===== src/design/wwlf_pkg.sv =====
// Shared types and constants for the word wrap line folder.
package wwlf_pkg;

   localparam int CHAR_W  = 8;
   localparam int WIDTH_W = 6;

   localparam logic [CHAR_W-1:0]  SPACE_CODE  = 8'd32;
   localparam logic [WIDTH_W-1:0] WIDTH_RESET = 6'd63;

   // Request operation codes.
   localparam logic OP_CHAR  = 1'b0;
   localparam logic OP_FLUSH = 1'b1;

   // Read address source for the line store.
   typedef enum logic {
      RD_IDX,
      RD_POS
   } rd_sel_type;

   // Commands from the controller to the datapath.
   typedef struct packed {
      logic       cap_ch;
      logic       append_req;
      logic       append_held;
      logic       search_init;
      logic       pos_dec;
      logic       set_end_fill;
      logic       set_end_pos;
      logic       idx_clr;
      logic       idx_inc;
      logic       idx_from_pos;
      logic       dst_clr;
      logic       shift_wr;
      logic       set_fill_dst;
      logic       clear_fill;
      logic       load_char;
      logic       load_nl;
      rd_sel_type rd_sel;
   } cmd_type;

   // Status from the datapath to the controller.
   typedef struct packed {
      logic full;
      logic fill_le1;
      logic rd_is_space;
      logic pos_is1;
      logic idx_eq_end;
      logic idx_eq_fill;
      logic ch_space;
      logic out_free;
   } sts_type;

endpackage


===== src/design/wwlf_req_if.sv =====
// Request channel: one character or newline request per item.
interface wwlf_req_if
   import wwlf_pkg::*;
   ();
   logic              valid;
   logic              ready;
   logic              op;
   logic [CHAR_W-1:0] char_in;

   modport source (output valid, output op, output char_in, input ready);
   modport sink   (input valid, input op, input char_in, output ready);
endinterface


===== src/design/wwlf_rsp_if.sv =====
// Response channel: one emitted character or line break per item.
interface wwlf_rsp_if
   import wwlf_pkg::*;
   ();
   logic              valid;
   logic              ready;
   logic              is_newline;
   logic [CHAR_W-1:0] char_out;
   logic              last;

   modport source (output valid, output is_newline, output char_out, output last,
                   input ready);
   modport sink   (input valid, input is_newline, input char_out, input last,
                   output ready);
endinterface


===== src/design/word_wrap_line_folder.sv =====
// Top level of the greedy word wrap line folder.
//
//   Channel    Direction   Carries
//   req_chan   in          op, char_in (one character or newline request)
//   rsp_chan   out         is_newline, char_out, last (one emitted item)
//   csr_*      in          line_width write, no read-back
//
// A character that fits in the line is appended as it is taken. A newline request
// emits each stored entry and then a line break, and a fold searches back for a
// space, emits, then shifts the rest down; every step waits on the
// registered read of the line store. Reset clears the fill count and
// sets the width to 63; the store itself is not cleared. A stalled output holds
// the sequencer, while a result waiting in the output register does not block
// the next request item from being taken.
module word_wrap_line_folder
   import wwlf_pkg::*;
#(
   parameter int LINE_DEPTH = 64
) (
   input  logic               clock,
   input  logic               reset,
   input  logic               csr_we,
   input  logic [WIDTH_W-1:0] csr_wdata,
   wwlf_req_if.sink           req_chan,
   wwlf_rsp_if.source         rsp_chan
);

   cmd_type cmd;
   sts_type sts;
   logic    req_ready;

   assign req_chan.ready = req_ready;

   // Sequencer.
   wwlf_ctrl u_ctrl (
      .clock     (clock),
      .reset     (reset),
      .req_valid (req_chan.valid),
      .req_op    (req_chan.op),
      .sts       (sts),
      .req_ready (req_ready),
      .cmd       (cmd)
   );

   // Store, counters and output register.
   wwlf_dpath #(
      .LINE_DEPTH (LINE_DEPTH)
   ) u_dpath (
      .clock     (clock),
      .reset     (reset),
      .csr_we    (csr_we),
      .csr_wdata (csr_wdata),
      .req_char  (req_chan.char_in),
      .cmd       (cmd),
      .sts       (sts),
      .rsp_chan  (rsp_chan)
   );

endmodule


===== src/design/wwlf_ram.sv =====
// Generic single write port, single read port RAM with registered read data.
module wwlf_ram #(
   parameter int DATA_W = 8,
   parameter int DEPTH  = 64
) (
   input  logic                     clock,
   input  logic                     we,
   input  logic [$clog2(DEPTH)-1:0] waddr,
   input  logic [DATA_W-1:0]        wdata,
   input  logic [$clog2(DEPTH)-1:0] raddr,
   output logic [DATA_W-1:0]        rdata
);

   logic [DATA_W-1:0] mem_ff [DEPTH];
   logic [DATA_W-1:0] rdata_ff;

   // Write and registered read.
   always_ff @(posedge clock) begin
      if (we) begin
         mem_ff[waddr] <= wdata;
      end
      rdata_ff <= mem_ff[raddr];
   end

   assign rdata = rdata_ff;

endmodule


===== src/design/wwlf_dpath.sv =====
// Datapath: line store, fill count, pointers, width register and output register.
module wwlf_dpath
   import wwlf_pkg::*;
#(
   parameter int LINE_DEPTH = 64
) (
   input  logic               clock,
   input  logic               reset,
   input  logic               csr_we,
   input  logic [WIDTH_W-1:0] csr_wdata,
   input  logic [CHAR_W-1:0]  req_char,
   input  cmd_type            cmd,
   output sts_type            sts,
   wwlf_rsp_if.source         rsp_chan
);

   localparam int CW = $clog2(LINE_DEPTH + 1);
   localparam int AW = $clog2(LINE_DEPTH);
   localparam int EW = (CW > WIDTH_W) ? CW : WIDTH_W;

   logic [WIDTH_W-1:0] width_ff;
   logic [CW-1:0]      fill_ff, fill_in;
   logic [CW-1:0]      pos_ff, pos_in;
   logic [CW-1:0]      end_ff, end_in;
   logic [CW-1:0]      idx_ff, idx_in;
   logic [CW-1:0]      dst_ff, dst_in;
   logic [CHAR_W-1:0]  ch_ff, ch_in;
   logic               out_valid_ff, out_valid_in;
   logic               out_nl_ff, out_nl_in;
   logic [CHAR_W-1:0]  out_char_ff, out_char_in;

   logic               ram_we;
   logic [AW-1:0]      ram_waddr, ram_raddr;
   logic [CHAR_W-1:0]  ram_wdata, ram_rdata;
   logic [EW-1:0]      width_ext, width_eff, fill_ext;

   // Line store.
   wwlf_ram #(
      .DATA_W (CHAR_W),
      .DEPTH  (LINE_DEPTH)
   ) u_store (
      .clock (clock),
      .we    (ram_we),
      .waddr (ram_waddr),
      .wdata (ram_wdata),
      .raddr (ram_raddr),
      .rdata (ram_rdata)
   );

   // Store port selection.
   always_comb begin
      ram_we    = cmd.append_req | cmd.append_held | cmd.shift_wr;
      ram_waddr = cmd.shift_wr ? dst_ff[AW-1:0] : fill_ff[AW-1:0];
      if (cmd.append_req) begin
         ram_wdata = req_char;
      end else if (cmd.append_held) begin
         ram_wdata = ch_ff;
      end else begin
         ram_wdata = ram_rdata;
      end
      ram_raddr = (cmd.rd_sel == RD_POS) ? pos_ff[AW-1:0] : idx_ff[AW-1:0];
   end

   // Effective line width: zero acts as one, capped at the store depth.
   always_comb begin
      width_ext = EW'(width_ff);
      fill_ext  = EW'(fill_ff);
      if (width_ff == '0) begin
         width_eff = EW'(1);
      end else if (width_ext > EW'(LINE_DEPTH)) begin
         width_eff = EW'(LINE_DEPTH);
      end else begin
         width_eff = width_ext;
      end
   end

   // Next values of counters and pointers.
   always_comb begin
      fill_in = fill_ff;
      if (cmd.append_req || cmd.append_held) begin
         fill_in = fill_ff + CW'(1);
      end else if (cmd.clear_fill) begin
         fill_in = '0;
      end else if (cmd.set_fill_dst) begin
         fill_in = dst_ff;
      end

      pos_in = pos_ff;
      if (cmd.search_init) begin
         pos_in = fill_ff - CW'(1);
      end else if (cmd.pos_dec) begin
         pos_in = pos_ff - CW'(1);
      end

      end_in = end_ff;
      if (cmd.set_end_fill) begin
         end_in = fill_ff;
      end else if (cmd.set_end_pos) begin
         end_in = pos_ff;
      end

      idx_in = idx_ff;
      if (cmd.idx_clr) begin
         idx_in = '0;
      end else if (cmd.idx_from_pos) begin
         idx_in = pos_ff + CW'(1);
      end else if (cmd.idx_inc || cmd.shift_wr) begin
         idx_in = idx_ff + CW'(1);
      end

      dst_in = dst_ff;
      if (cmd.dst_clr) begin
         dst_in = '0;
      end else if (cmd.shift_wr) begin
         dst_in = dst_ff + CW'(1);
      end

      ch_in = cmd.cap_ch ? req_char : ch_ff;
   end

   // Output register: loads when empty or when its item is being taken.
   always_comb begin
      out_valid_in = out_valid_ff;
      out_nl_in    = out_nl_ff;
      out_char_in  = out_char_ff;
      if (cmd.load_char) begin
         out_valid_in = 1'b1;
         out_nl_in    = 1'b0;
         out_char_in  = ram_rdata;
      end else if (cmd.load_nl) begin
         out_valid_in = 1'b1;
         out_nl_in    = 1'b1;
         out_char_in  = '0;
      end else if (rsp_chan.ready) begin
         out_valid_in = 1'b0;
      end
   end

   // Control registers.
   always_ff @(posedge clock) begin
      if (reset) begin
         width_ff     <= WIDTH_RESET;
         fill_ff      <= '0;
         out_valid_ff <= 1'b0;
      end else begin
         if (csr_we) begin
            width_ff <= csr_wdata;
         end
         fill_ff      <= fill_in;
         out_valid_ff <= out_valid_in;
      end
   end

   // Payload registers.
   always_ff @(posedge clock) begin
      pos_ff      <= pos_in;
      end_ff      <= end_in;
      idx_ff      <= idx_in;
      dst_ff      <= dst_in;
      ch_ff       <= ch_in;
      out_nl_ff   <= out_nl_in;
      out_char_ff <= out_char_in;
   end

   // Status to the controller.
   always_comb begin
      sts.full        = (fill_ext >= width_eff);
      sts.fill_le1    = (fill_ff <= CW'(1));
      sts.rd_is_space = (ram_rdata == SPACE_CODE);
      sts.pos_is1     = (pos_ff == CW'(1));
      sts.idx_eq_end  = (idx_ff == end_ff);
      sts.idx_eq_fill = (idx_ff == fill_ff);
      sts.ch_space    = (ch_ff == SPACE_CODE);
      sts.out_free    = !out_valid_ff || rsp_chan.ready;
   end

   // A line break always closes the run of one request.
   assign rsp_chan.valid      = out_valid_ff;
   assign rsp_chan.is_newline = out_nl_ff;
   assign rsp_chan.char_out   = out_char_ff;
   assign rsp_chan.last       = out_nl_ff;

endmodule


===== src/design/wwlf_ctrl.sv =====
// Controller: sequences append, search, emit and shift for each request item.
module wwlf_ctrl
   import wwlf_pkg::*;
(
   input  logic    clock,
   input  logic    reset,
   input  logic    req_valid,
   input  logic    req_op,
   input  sts_type sts,
   output logic    req_ready,
   output cmd_type cmd
);

   typedef enum logic [3:0] {
      S_IDLE,
      S_SRCH_RD,
      S_SRCH_CMP,
      S_EMIT_RD,
      S_EMIT_WAIT,
      S_NL,
      S_SHIFT_RD,
      S_SHIFT_WR,
      S_APPEND
   } state_type;

   typedef enum logic [1:0] {
      M_FLUSH,
      M_DUMP,
      M_FOLD
   } mode_type;

   state_type state_ff, state_in;
   mode_type  mode_ff, mode_in;
   logic      accept;

   assign req_ready = (state_ff == S_IDLE);
   assign accept    = req_valid && req_ready;

   // Next state and commands.
   always_comb begin
      state_in   = state_ff;
      mode_in    = mode_ff;
      cmd        = '0;
      cmd.rd_sel = RD_IDX;
      case (state_ff)
         S_IDLE: begin
            if (accept) begin
               cmd.cap_ch = 1'b1;
               if (req_op == OP_FLUSH) begin
                  mode_in          = M_FLUSH;
                  cmd.set_end_fill = 1'b1;
                  cmd.idx_clr      = 1'b1;
                  state_in         = S_EMIT_RD;
               end else if (!sts.full) begin
                  cmd.append_req = 1'b1;
               end else if (sts.fill_le1) begin
                  mode_in          = M_DUMP;
                  cmd.set_end_fill = 1'b1;
                  cmd.idx_clr      = 1'b1;
                  state_in         = S_EMIT_RD;
               end else begin
                  cmd.search_init = 1'b1;
                  state_in        = S_SRCH_RD;
               end
            end
         end
         S_SRCH_RD: begin
            cmd.rd_sel = RD_POS;
            state_in   = S_SRCH_CMP;
         end
         S_SRCH_CMP: begin
            cmd.rd_sel = RD_POS;
            if (sts.rd_is_space) begin
               mode_in         = M_FOLD;
               cmd.set_end_pos = 1'b1;
               cmd.idx_clr     = 1'b1;
               state_in        = S_EMIT_RD;
            end else if (sts.pos_is1) begin
               mode_in          = M_DUMP;
               cmd.set_end_fill = 1'b1;
               cmd.idx_clr      = 1'b1;
               state_in         = S_EMIT_RD;
            end else begin
               cmd.pos_dec = 1'b1;
               state_in    = S_SRCH_RD;
            end
         end
         S_EMIT_RD: begin
            state_in = sts.idx_eq_end ? S_NL : S_EMIT_WAIT;
         end
         S_EMIT_WAIT: begin
            if (sts.out_free) begin
               cmd.load_char = 1'b1;
               cmd.idx_inc   = 1'b1;
               state_in      = S_EMIT_RD;
            end
         end
         S_NL: begin
            if (sts.out_free) begin
               cmd.load_nl = 1'b1;
               case (mode_ff)
                  M_FOLD: begin
                     cmd.idx_from_pos = 1'b1;
                     cmd.dst_clr      = 1'b1;
                     state_in         = S_SHIFT_RD;
                  end
                  M_DUMP: begin
                     cmd.clear_fill = 1'b1;
                     state_in       = S_APPEND;
                  end
                  default: begin
                     cmd.clear_fill = 1'b1;
                     state_in       = S_IDLE;
                  end
               endcase
            end
         end
         S_SHIFT_RD: begin
            if (sts.idx_eq_fill) begin
               cmd.set_fill_dst = 1'b1;
               state_in         = S_APPEND;
            end else begin
               state_in = S_SHIFT_WR;
            end
         end
         S_SHIFT_WR: begin
            cmd.shift_wr = 1'b1;
            state_in     = S_SHIFT_RD;
         end
         S_APPEND: begin
            // A space that follows a dump without a fold point is dropped.
            if (mode_ff == M_FOLD || !sts.ch_space) begin
               cmd.append_held = 1'b1;
            end
            state_in = S_IDLE;
         end
         default: begin
            state_in = S_IDLE;
         end
      endcase
   end

   // State and mode registers.
   always_ff @(posedge clock) begin
      if (reset) begin
         state_ff <= S_IDLE;
         mode_ff  <= M_FLUSH;
      end else begin
         state_ff <= state_in;
         mode_ff  <= mode_in;
      end
   end

endmodule

===== src/flat_wrapper.sv =====
// flat-port wrapper written by rule: the top's interface ports become plain ports
module word_wrap_line_folder_flat import wwlf_pkg::*;
#(
   parameter int LINE_DEPTH = 64
)
  (clock, reset, csr_we, csr_wdata, req_chan_valid, req_chan_op, req_chan_char_in, req_chan_ready, rsp_chan_valid, rsp_chan_is_newline, rsp_chan_char_out, rsp_chan_last, rsp_chan_ready);
  wwlf_req_if req_chan_i ();
  wwlf_rsp_if rsp_chan_i ();
  input  logic clock;
  input  logic reset;
  input  logic csr_we;
  input  logic [WIDTH_W-1:0] csr_wdata;
  input wire logic [$bits(req_chan_i.valid)-1:0] req_chan_valid;
  input wire logic [$bits(req_chan_i.op)-1:0] req_chan_op;
  input wire logic [$bits(req_chan_i.char_in)-1:0] req_chan_char_in;
  output wire logic [$bits(req_chan_i.ready)-1:0] req_chan_ready;
  output wire logic [$bits(rsp_chan_i.valid)-1:0] rsp_chan_valid;
  output wire logic [$bits(rsp_chan_i.is_newline)-1:0] rsp_chan_is_newline;
  output wire logic [$bits(rsp_chan_i.char_out)-1:0] rsp_chan_char_out;
  output wire logic [$bits(rsp_chan_i.last)-1:0] rsp_chan_last;
  input wire logic [$bits(rsp_chan_i.ready)-1:0] rsp_chan_ready;
  assign req_chan_i.valid = req_chan_valid;
  assign req_chan_i.op = req_chan_op;
  assign req_chan_i.char_in = req_chan_char_in;
  assign req_chan_ready = req_chan_i.ready;
  assign rsp_chan_valid = rsp_chan_i.valid;
  assign rsp_chan_is_newline = rsp_chan_i.is_newline;
  assign rsp_chan_char_out = rsp_chan_i.char_out;
  assign rsp_chan_last = rsp_chan_i.last;
  assign rsp_chan_i.ready = rsp_chan_ready;
  word_wrap_line_folder #(.LINE_DEPTH(LINE_DEPTH)) u_core (.clock(clock), .reset(reset), .csr_we(csr_we), .csr_wdata(csr_wdata), .req_chan(req_chan_i), .rsp_chan(rsp_chan_i));
endmodule

===== config.mk =====
export PLATFORM = sky130hd
export DESIGN_NAME = word_wrap_line_folder_flat
export DESIGN_NICKNAME = d
export VERILOG_FILES = /design/src/design/wwlf_pkg.sv /design/src/design/wwlf_req_if.sv /design/src/design/wwlf_rsp_if.sv /design/src/design/word_wrap_line_folder.sv /design/src/design/wwlf_ram.sv /design/src/design/wwlf_dpath.sv /design/src/design/wwlf_ctrl.sv /design/src/flat_wrapper.sv
export SDC_FILE = /design/constraint.sdc
export NUM_CORES = 1
export LEC_CHECK = 0
export BUFFER_PORTS_ARGS = -buffer_cell sky130_fd_sc_hd__buf_2
export CAP_MARGIN = 20
export CORE_ASPECT_RATIO = 1.5
export CORE_UTILIZATION = 63
export CTS_CLUSTER_DIAMETER = 50
export DETAILED_ROUTE_END_ITERATION = 8
export PLACE_DENSITY = 0.86
export SYNTH_ARGS = -nofsm -noshare
export SYNTH_HDL_FRONTEND = slang
export SYNTH_HIERARCHICAL = 1
export SYNTH_SLANG_ARGS = --single-unit

===== constraint.sdc =====
create_clock -name clock -period 6.36 [get_ports clock]
set_input_delay 0.318 -clock clock [delete_from_list [all_inputs] [get_ports clock]]
set_output_delay 0.318 -clock clock [all_outputs]
set_load 0.03 [all_outputs]

* Word-level counts from Yosys, hierarchy flattened *
Memories as Yosys holds them, arrays and structs flattened. A register that Yosys moved wholly into a read port is not among the register bits.
Cells that the tools add are included.

storage, ports and cells
  bits of input ports = 20
  register bits after elaboration = 65
  logic and storage cells = 142
  output and inout port bits = 12
  memory bits (writable) = 512
  memories = 1

operators by class
  reductions and logical operators = 19
  bitwise gates (word level) = 2
  multiplexer cells = 78
  equal/unequal tests = 21
  add/sub/neg operators = 6
  order comparisons = 3

memories
  memory                         words  width  read ports  clocked after memory_dff  write ports  RTL line        source
  u_core.u_dpath.u_store.mem_ff  64     8      1           1                         1            wwlf_ram.sv:14  logic [DATA_W-1:0] mem_ff [DEPTH];

operators with widths
  operator             number
  $mux 7               11
  $mux 1               35
  $mux 8               4
  $pmux 4 s8           1
  $add 7x1->7 const B  4
  $mux 2               14
  $mux 4               7
  $eq 4x3->1 const B   4
  $eq 8x6->1 const B   2
  $eq 7x7->1           2
  $sub 7x1->7 const B  2
  $mux 6               2
  $reduce_bool 2->1    5
  $eq 4x2->1 const B   2
  $pmux 4 s2           1
  $eq 7x1->1 const B   1
  $ge 7x7->1           1
  $gt 6x7->1 const B   1
  $le 7x1->1 const B   1
  $logic_not 6->1      1
  $ne 2x1->1 const B   3
  $reduce_bool 3->1    2
  $reduce_and 5->1     1
  $eq 4x1->1 const B   1
  15 further kinds     21

* Depth between registers and ports, before layout *
Gate-level depths: netlist of the first run.

  depth in word-level cells = 12
  mapped depth = 14
  mapped depth without buffers = 13

* By module *
Netlist of the first run, hierarchy kept.

modules (own cells, without submodules)
  module      sequential area each (um^2)  cells an instance  area each (um^2)  times used
  wwlf_ram    15534.9                      940                20166.8           1
  wwlf_dpath  1481.4                       371                3537.1            1
  wwlf_ctrl   120.1                        81                 599.3             1

* Least setup slack after synthesis of the first run *
Ideal clock, no wire load.

  path kind = register -> register
  from = reg u_core.u_dpath.width_ff[5]
  to = mem u_core.u_dpath.u_store.mem_ff[0][5], data pin
  clock period less this slack = 5.131 ns
  library setup time = 0.701 ns
  data required time = 5.659 ns
  stages on the path, launching flop included = 12
  path buffers = 2
  path slack = 1.229 ns
  arrival = 4.429 ns
  cells stage by stage = dfxtp_1 > nor3_1 > a31o_2 > ha_1 > nand2b_1 > a21o_1 > a21oi_1 > o21ai_0 > nor3_1 > buf_2 > clkbuf_1 > o21ai_0

RTL lines
  element                 RTL line           source
  from (decl)             wwlf_dpath.sv:21   logic [WIDTH_W-1:0] width_ff;
  from (signal assigned)  wwlf_dpath.sv:147  width_ff <= csr_wdata;
  to (decl)               wwlf_ram.sv:14

==> impl_metrics.env, run 1 <==
export IMPL_min_path_type="in -> reg"
export IMPL_worstRegToRegCells=12
export IMPL_htreeDepth=2
export IMPL_cp_slowest_stage_delay_ns=0.82
export IMPL_finalSetupViolCount=0
export IMPL_numCtsBuffers=52
export IMPL_n_fill_cell=2112
export IMPL_status="complete, no violations"
export IMPL_r2r_end="u_core/u_dpath/u_store/mem_ff[46][0]$_DFFE_PP_"
export IMPL_synth_compound_area_share=0.0401
export IMPL_synth_ff_type="edfxtp_1"
export IMPL_cts_buffer_depth=3
export IMPL_holdPathStages=2
export IMPL_wirelength_um=59600
export IMPL_fin_crit_ns=4.86
export IMPL_stdcell_count=1966
export IMPL_yosysWarningCount=6
export IMPL_period_share=0.764
export IMPL_min_to="u_core/u_dpath/width_ff[5]$_SDFFE_PP1P_"
export IMPL_cp_max_fo=20
export IMPL_core_area_um2=37800
export IMPL_syn_instance_count=1392
export IMPL_skew_ns=0.0163
export IMPL_fin_ws_ns=1.50
export IMPL_io_pins=32
export IMPL_synth_common_cells="edfxtp_1 (542), mux4_2 (126), nor2_1 (122)"
export IMPL_clock_root_buffer="clkbuf_16"
export IMPL_num_rows=87
export IMPL_hold_violations=0
export IMPL_arrival_ns=5.07
export IMPL_relSlewSlack=0.208
export IMPL_avgViaCountPerCell=6.94
export IMPL_syn_cell_area_um2=24300
export IMPL_detail_route_wl_per_cell_um=30.3
export IMPL_synthMuxAreaShare=0.147
export IMPL_gr_total_overflow=0
export IMPL_crit_chain="inv_1 > ha_1 > nand2b_1 > a21o_1 > a21oi_1 > o21ai_0 > nor3_2 > buf_4 > or3_1 > nor2b_1 > nand3_1 > nor2_1"
export IMPL_hpwl_um=35300
export IMPL_ys_ff_latch=585
export IMPL_clkTransAtPathRegs_ns=0.07
export IMPL_max_clock_freq_ghz=0.206
export IMPL_grt_pass1_wl_um=88300
export IMPL_first_pass_iters=6
export IMPL_cts_tree="done"
export IMPL_fp_dieH_um=243
export IMPL_path_class="reg -> reg"
export IMPL_via_count=13637
export IMPL_clock_sinks=585
export IMPL_cellPowerDensity_nw_per_um2=448
export IMPL_gp_congestion=0.917
export IMPL_yosys_area_share_simple=0.0623
export IMPL_syn_nets=1425
export IMPL_synth_most_common_cell="edfxtp_1"
export IMPL_syn_avg_cell_area_um2=17.5
export IMPL_pre_cts_ws_ns=1.72
export IMPL_critPathCaptureType="flip-flop"
export IMPL_slowest_stage="nor2_1"
export IMPL_grt_pass1_vias=13844
export IMPL_portBuffers=31
export IMPL_clk_latency_ns=0.59
export IMPL_leakage_uw=0.00855
export IMPL_rr_startpoint="u_core/u_dpath/fill_ext[0]$_SDFFE_PP0P_"
export IMPL_synthDistinctLibCells=72
export IMPL_dieArea_um2=39400
export IMPL_synth_fa_ha_area_frac=0.00669
export IMPL_synth_enable_flop_cells=542
export IMPL_grt_max_degree=84
export IMPL_nets=1467
export IMPL_ant_nets=0
export IMPL_syn_to_final_growth_pct=10.5
export IMPL_hold_path_startpoint="csr_we"
export IMPL_synth_top_area_share=0.670
export IMPL_rrSetupSlack_ns=1.50
export IMPL_synth_xor_area_frac=0.0141
export IMPL_antenna_found_initial=2
export IMPL_synth_top_area_cell="edfxtp_1"
export IMPL_track_usage=0.312
export IMPL_synth_area_leaders="edfxtp_1 (67%), mux4_2 (12%), dfxtp_1 (3.5%)"
export IMPL_synth_top_family_by_area="multiplexers"
export IMPL_maxCapViolCount=0
export IMPL_worstSetupStartpointType="flip-flop"
export IMPL_worstMarginPinSlew_ns=1.18
export IMPL_drive_gt1_frac=0.222
export IMPL_slew_violations=0
export IMPL_dpl_cell_count=1853
export IMPL_drt_initial_drc_count=1823
export IMPL_die_w_um=162
export IMPL_ys_async_sr_fraction=0
export IMPL_floorplan_initialDensity=0.643
export IMPL_seq_area_frac_synth=0.705
export IMPL_critPathRequiredTime_ns=6.57
export IMPL_ir_drop_mv=0.339
export IMPL_setup_tns_ns=0
export IMPL_grt_setup_unrepaired="no"
export IMPL_drt_drc_violations_left=0
area by class of cell:
cell class / instances / area (µm²) / area share
multi-input cells: 699 / 6710 / 0.250
clock inverters: 36 / 442 / 0.0164
repair buffers: 75 / 517 / 0.0192
diodes: 1 / 2.50 / 0.0000932
clock buffers: 60 / 1360 / 0.0507
flip-flops and latches: 585 / 17100 / 0.638
inverters: 21 / 78.8 / 0.00293
well taps: 489 / 612 / 0.0228
worst max-delay path by stage:
stage	from	endpoint	slack [ns]	depth (start not counted)
2_1_floorplan	u_core/u_dpath/width_ff[5]$_SDFFE_PP1P_	u_core/u_dpath/u_store/mem_ff[0][5]$_DFFE_PP_	1.23	11
3_3_place_gp	u_core/u_dpath/fill_ext[0]$_SDFFE_PP0P_	u_core/u_dpath/u_store/mem_ff[6][1]$_DFFE_PP_	1.84	12
3_5_place_dp	u_core/u_dpath/fill_ext[0]$_SDFFE_PP0P_	u_core/u_dpath/u_store/mem_ff[10][0]$_DFFE_PP_	1.72	12
4_1_cts	u_core/u_dpath/fill_ext[0]$_SDFFE_PP0P_	u_core/u_dpath/u_store/mem_ff[46][3]$_DFFE_PP_	1.64	12
5_1_grt	u_core/u_dpath/fill_ext[0]$_SDFFE_PP0P_	u_core/u_dpath/u_store/mem_ff[46][3]$_DFFE_PP_	1.39	12
6_report	u_core/u_dpath/fill_ext[0]$_SDFFE_PP0P_	u_core/u_dpath/u_store/mem_ff[46][0]$_DFFE_PP_	1.50	12
per-stage QoR:
stage | area [µm²] | hold slack, ns | power (µW) | utilization
after floorplan | 24300 | 0.383 | 7660 | -
after global placement | 24900 | 0.467 | 8540 | 0.659
after detailed placement | 24900 | 0.483 | 8660 | 0.659
after CTS | 26800 | 0.0695 | 12000 | 0.711
after global routing | 26900 | 0.0847 | 12400 | 0.711
final | 26900 | 0.0901 | 12000 | 0.711
what timing repair did:
item	CTS	global route
setup buffers	0	0
hold buffers	14	0
endpoints found under the hold margin	14	0
resized for setup	0	0
routing by layer:
layer | vias to the layer above | wire [µm] | share of wire | global-route usage
met1 | 6827 | 19200 | 0.32 | 0.363
met5 | - | 0 | 0 | 0
met2 | 947 | 31200 | 0.52 | 0.540
li1 | 5617 | - | - | -
met3 | 246 | 5080 | 0.085 | 0.0508
met4 | 0 | 4090 | 0.069 | 0.187
layout by cell type, fill, tap and decap left out, drive strengths merged, types with 10 or more instances in the layout:
master	n
nor3	23
a21oi	28
nand2b	15
ha	13
nand2	56
nor2b	15
nor2	123
dfxtp	43
dlygate4sd3	14
clkinv	22
edfxtp	542
a211oi	11
xor2	14
mux2	29
o21ai	30
xnor2	25
buf	59
inv	23
clkbuf	62
mux4	126
o22ai	10
and2	11
nand3	21
mux2i	42
power breakdown:
part           internal (µW)  total, µW  switching [µW]
logic                   1410       3710            2300
registers               4850       5010             156
clock network           1920       3310            1400
total                   8170      12000            3860
kinds of logic after synthesis:
kind of cell	Yosys count
flip-flops	585
AND/OR/NAND/NOR	308
multiplexers	197
AO/OA/AOI/OAI	142
buffers and inverters	108
XOR/XNOR	39
adder cells (fa/ha/maj)	13
worst max-delay path: cells and delay by family, from the launching register on:
family	cells	cell delay, ns
adder cells (fa/ha/maj)	1	0.31
AND/OR/NAND/NOR	6	2.48
buffers and inverters	2	0.53
AO/OA/AOI/OAI	3	0.55
flip-flops	1	0.60
flip-flops by register name, summed over array words and instances, names as in the netlist, 8 cells and up:
signal,cells
u_core/u_dpath/ch_ff,8
u_core/u_dpath/u_store/mem_ff,512
u_core/u_dpath/u_store/rdata,8
u_core/u_dpath/rsp_chan.char_out,8
(Power assumes the default switching activity.)
==> inputs of run 2 (changes only) <==
--- a/config.mk
+++ b/config.mk
@@ -8,10 +8,10 @@
 export BUFFER_PORTS_ARGS = -buffer_cell sky130_fd_sc_hd__buf_2
 export CAP_MARGIN = 20
 export CORE_ASPECT_RATIO = 1.5
-export CORE_UTILIZATION = 63
+export CORE_UTILIZATION = 57
 export CTS_CLUSTER_DIAMETER = 50
 export DETAILED_ROUTE_END_ITERATION = 8
-export PLACE_DENSITY = 0.86
+export PLACE_DENSITY = 0.82
 export SYNTH_ARGS = -nofsm -noshare
 export SYNTH_HDL_FRONTEND = slang
 export SYNTH_HIERARCHICAL = 1
==> constraint.sdc (replaced) <==
create_clock -name clock -period 4.4 [get_ports clock]
set_input_delay 0.22 -clock clock [delete_from_list [all_inputs] [get_ports clock]]
set_output_delay 0.22 -clock clock [all_outputs]
set_load 0.03 [all_outputs]
==> impl_metrics.env, run 2 (synthesis results as in run 1) <==
export IMPL_cp_max_fo=44
export IMPL_p_sw_frac=0.321
export IMPL_grt_pass1_wl_um=86700
export IMPL_antenna_found_initial=0
export IMPL_hpwl_um=38400
export IMPL_mostFrequentLayoutCell="edfxtp_1"
export IMPL_nets=1557
export IMPL_core_area_um2=42000
export IMPL_avgViaCountPerCell=6.48
export IMPL_rr_startpoint="u_core/u_ctrl/state_ff[1]$_SDFFE_PP0P_"
export IMPL_max_clock_freq_ghz=0.237
export IMPL_syn_to_final_growth_pct=13.6
export IMPL_r2r_end="u_core/u_dpath/u_store/rdata[3]$_DFF_P_"
export IMPL_holdPathStages=2
export IMPL_worstSetupStartpointType="flip-flop"
export IMPL_relSlewSlack=0.217
export IMPL_slew_violations=0
export IMPL_grt_pass1_vias=14098
export IMPL_pre_cts_ws_ns=0.356
export IMPL_sequentialPowerShare=0.414
export IMPL_grt_setup_unrepaired="no"
export IMPL_final_area_um2=27600
export IMPL_largest_register_ffs=512
export IMPL_arrival_ns=4.66
export IMPL_critPathCaptureType="flip-flop"
export IMPL_ant_nets=0
export IMPL_place_area_um2=25700
export IMPL_worstMarginPinSlew_ns=1.15
export IMPL_n_fill_cell=2610
export IMPL_track_usage=0.277
export IMPL_clkPwrFrac=0.260
export IMPL_clock_sinks=585
export IMPL_via_count=13803
export IMPL_die_w_um=171
export IMPL_portBuffers=31
export IMPL_numCtsBuffers=50
export IMPL_leakage_uw=0.00899
export IMPL_clk_latency_ns=0.59
export IMPL_clkTransAtPathRegs_ns=0.06
export IMPL_power_switching_uw=5590
export IMPL_ir_drop_mv=0.406
export IMPL_critPathRequiredTime_ns=4.84
export IMPL_path_class="reg -> reg"
export IMPL_intPower_uw=11800
export IMPL_n_antenna_cell=0
export IMPL_drt_initial_drc_count=1715
export IMPL_hold_violations=0
export IMPL_cts_buffer_depth=3
export IMPL_maxCapViolCount=0
export IMPL_status="complete, no violations"
export IMPL_grt_max_degree=45
export IMPL_period_share=0.958
export IMPL_power_frac_comb=0.326
export IMPL_min_path_type="in -> reg"
export IMPL_total_power_uw=17400
export IMPL_drt_drc_violations_left=0
export IMPL_rrSetupSlack_ns=0.18
export IMPL_skew_ns=0.0285
export IMPL_detail_route_wl_per_cell_um=27.5
export IMPL_finalSetupViolCount=0
export IMPL_fin_ws_ns=0.183
export IMPL_largest_register="u_core/u_dpath/u_store/mem_ff"
export IMPL_gp_congestion=0.976
export IMPL_num_rows=92
export IMPL_cts_tree="done"
export IMPL_first_pass_iters=5
export IMPL_dieArea_um2=43500
export IMPL_cellPowerDensity_nw_per_um2=631
export IMPL_worstRegToRegCells=9
export IMPL_io_pins=32
export IMPL_clock_root_buffer="clkbuf_16"
export IMPL_gr_total_overflow=0
export IMPL_floorplan_initialDensity=0.578
export IMPL_mostFrequentLayoutCells="edfxtp_1 (542), mux4_2 (126), nor2_1 (122)"
export IMPL_fin_crit_ns=4.22
export IMPL_min_to="u_core/u_dpath/width_ff[1]$_SDFFE_PP1P_"
export IMPL_cts_setup_buffers=0
export IMPL_wirelength_um=58500
export IMPL_hold_path_startpoint="csr_we"
export IMPL_fp_dieH_um=255
export IMPL_cts_resized=0
export IMPL_drive_gt1_frac=0.264
export IMPL_htreeDepth=2
[run 2: worst max-delay path, stage by stage, from the launching register on]
cell	delay, ns
dfxtp_1	0.63
xnor2_1	0.13
nor3_1	0.34
mux2_8	0.58
buf_12	0.29
mux4_2	0.51
nor2b_1	0.14
a2111oi_0	1.00
buf_4	0.28
o41ai_1	0.09
[run 2: layer usage]
metal	GRT usage	up-vias	part of all wire
met5	0	-	0
met4	0.195	0	0.077
met3	0.0444	239	0.073
met2	0.484	835	0.52
met1	0.310	6944	0.33
li1	-	5785	-
[run 2: worst max-delay path by stage]
| stage | start | endpoint | slack (ns) | cells after the start |
|---|---|---|---|---|
| 6_report | u_core/u_ctrl/state_ff[1]$_SDFFE_PP0P_ | u_core/u_dpath/u_store/rdata[3]$_DFF_P_ | 0.18 | 9 |
| 5_1_grt | u_core/u_ctrl/state_ff[1]$_SDFFE_PP0P_ | u_core/u_dpath/u_store/rdata[3]$_DFF_P_ | 0.15 | 9 |
| 4_1_cts | u_core/u_ctrl/state_ff[1]$_SDFFE_PP0P_ | u_core/u_dpath/u_store/rdata[3]$_DFF_P_ | 0.26 | 9 |
| 3_5_place_dp | u_core/u_ctrl/state_ff[1]$_SDFFE_PP0P_ | u_core/u_dpath/u_store/rdata[3]$_DFF_P_ | 0.36 | 9 |
| 3_3_place_gp | u_core/u_ctrl/state_ff[1]$_SDFFE_PP0P_ | u_core/u_dpath/u_store/rdata[5]$_DFF_P_ | 0.26 | 9 |
| 2_1_floorplan | u_core/u_dpath/width_ff[5]$_SDFFE_PP1P_ | u_core/u_dpath/u_store/mem_ff[0][5]$_DFFE_PP_ | -0.73 | 11 |
[run 2: layout make-up]
type                       count  area [µm²]  share of cell area
clock inverter                33         378              0.0137
clock buffer                  60        1320              0.0478
timing repair buffer         167        1270              0.0462
sequential                   585       17100               0.621
inverter                      21        78.8             0.00286
multi-input combinational    699        6710               0.243
tap                          564         706              0.0256
[run 2: per-stage QoR]
step,hold WS (ns),TNS [ns],utilization,std cells
finish,0.0180,0,0.657,2129
global route,0.0336,0,0.657,2129
CTS,0.000385,0,0.656,2127
detailed placement,0.418,0,0.612,2018
global placement,0.413,0,0.612,2017
floorplan,0.285,-295.92,-,1392
[run 2: repair_timing]
action | 4_1_cts | 5_1_grt
setup endpoints to repair | 0 | 0
hold endpoints to repair | 15 | 0
hold buffers | 16 | 0
[run 2: power by group through the flow]
stage | clock network [µW] | logic [µW] | registers (µW)
after floorplan | 0 | 3750 | 7320
after global placement | 0 | 5350 | 7310
after global routing | 4770 | 5940 | 7200
final | 4530 | 5680 | 7200
after CTS | 4570 | 5560 | 7200
after detailed placement | 0 | 5490 | 7320
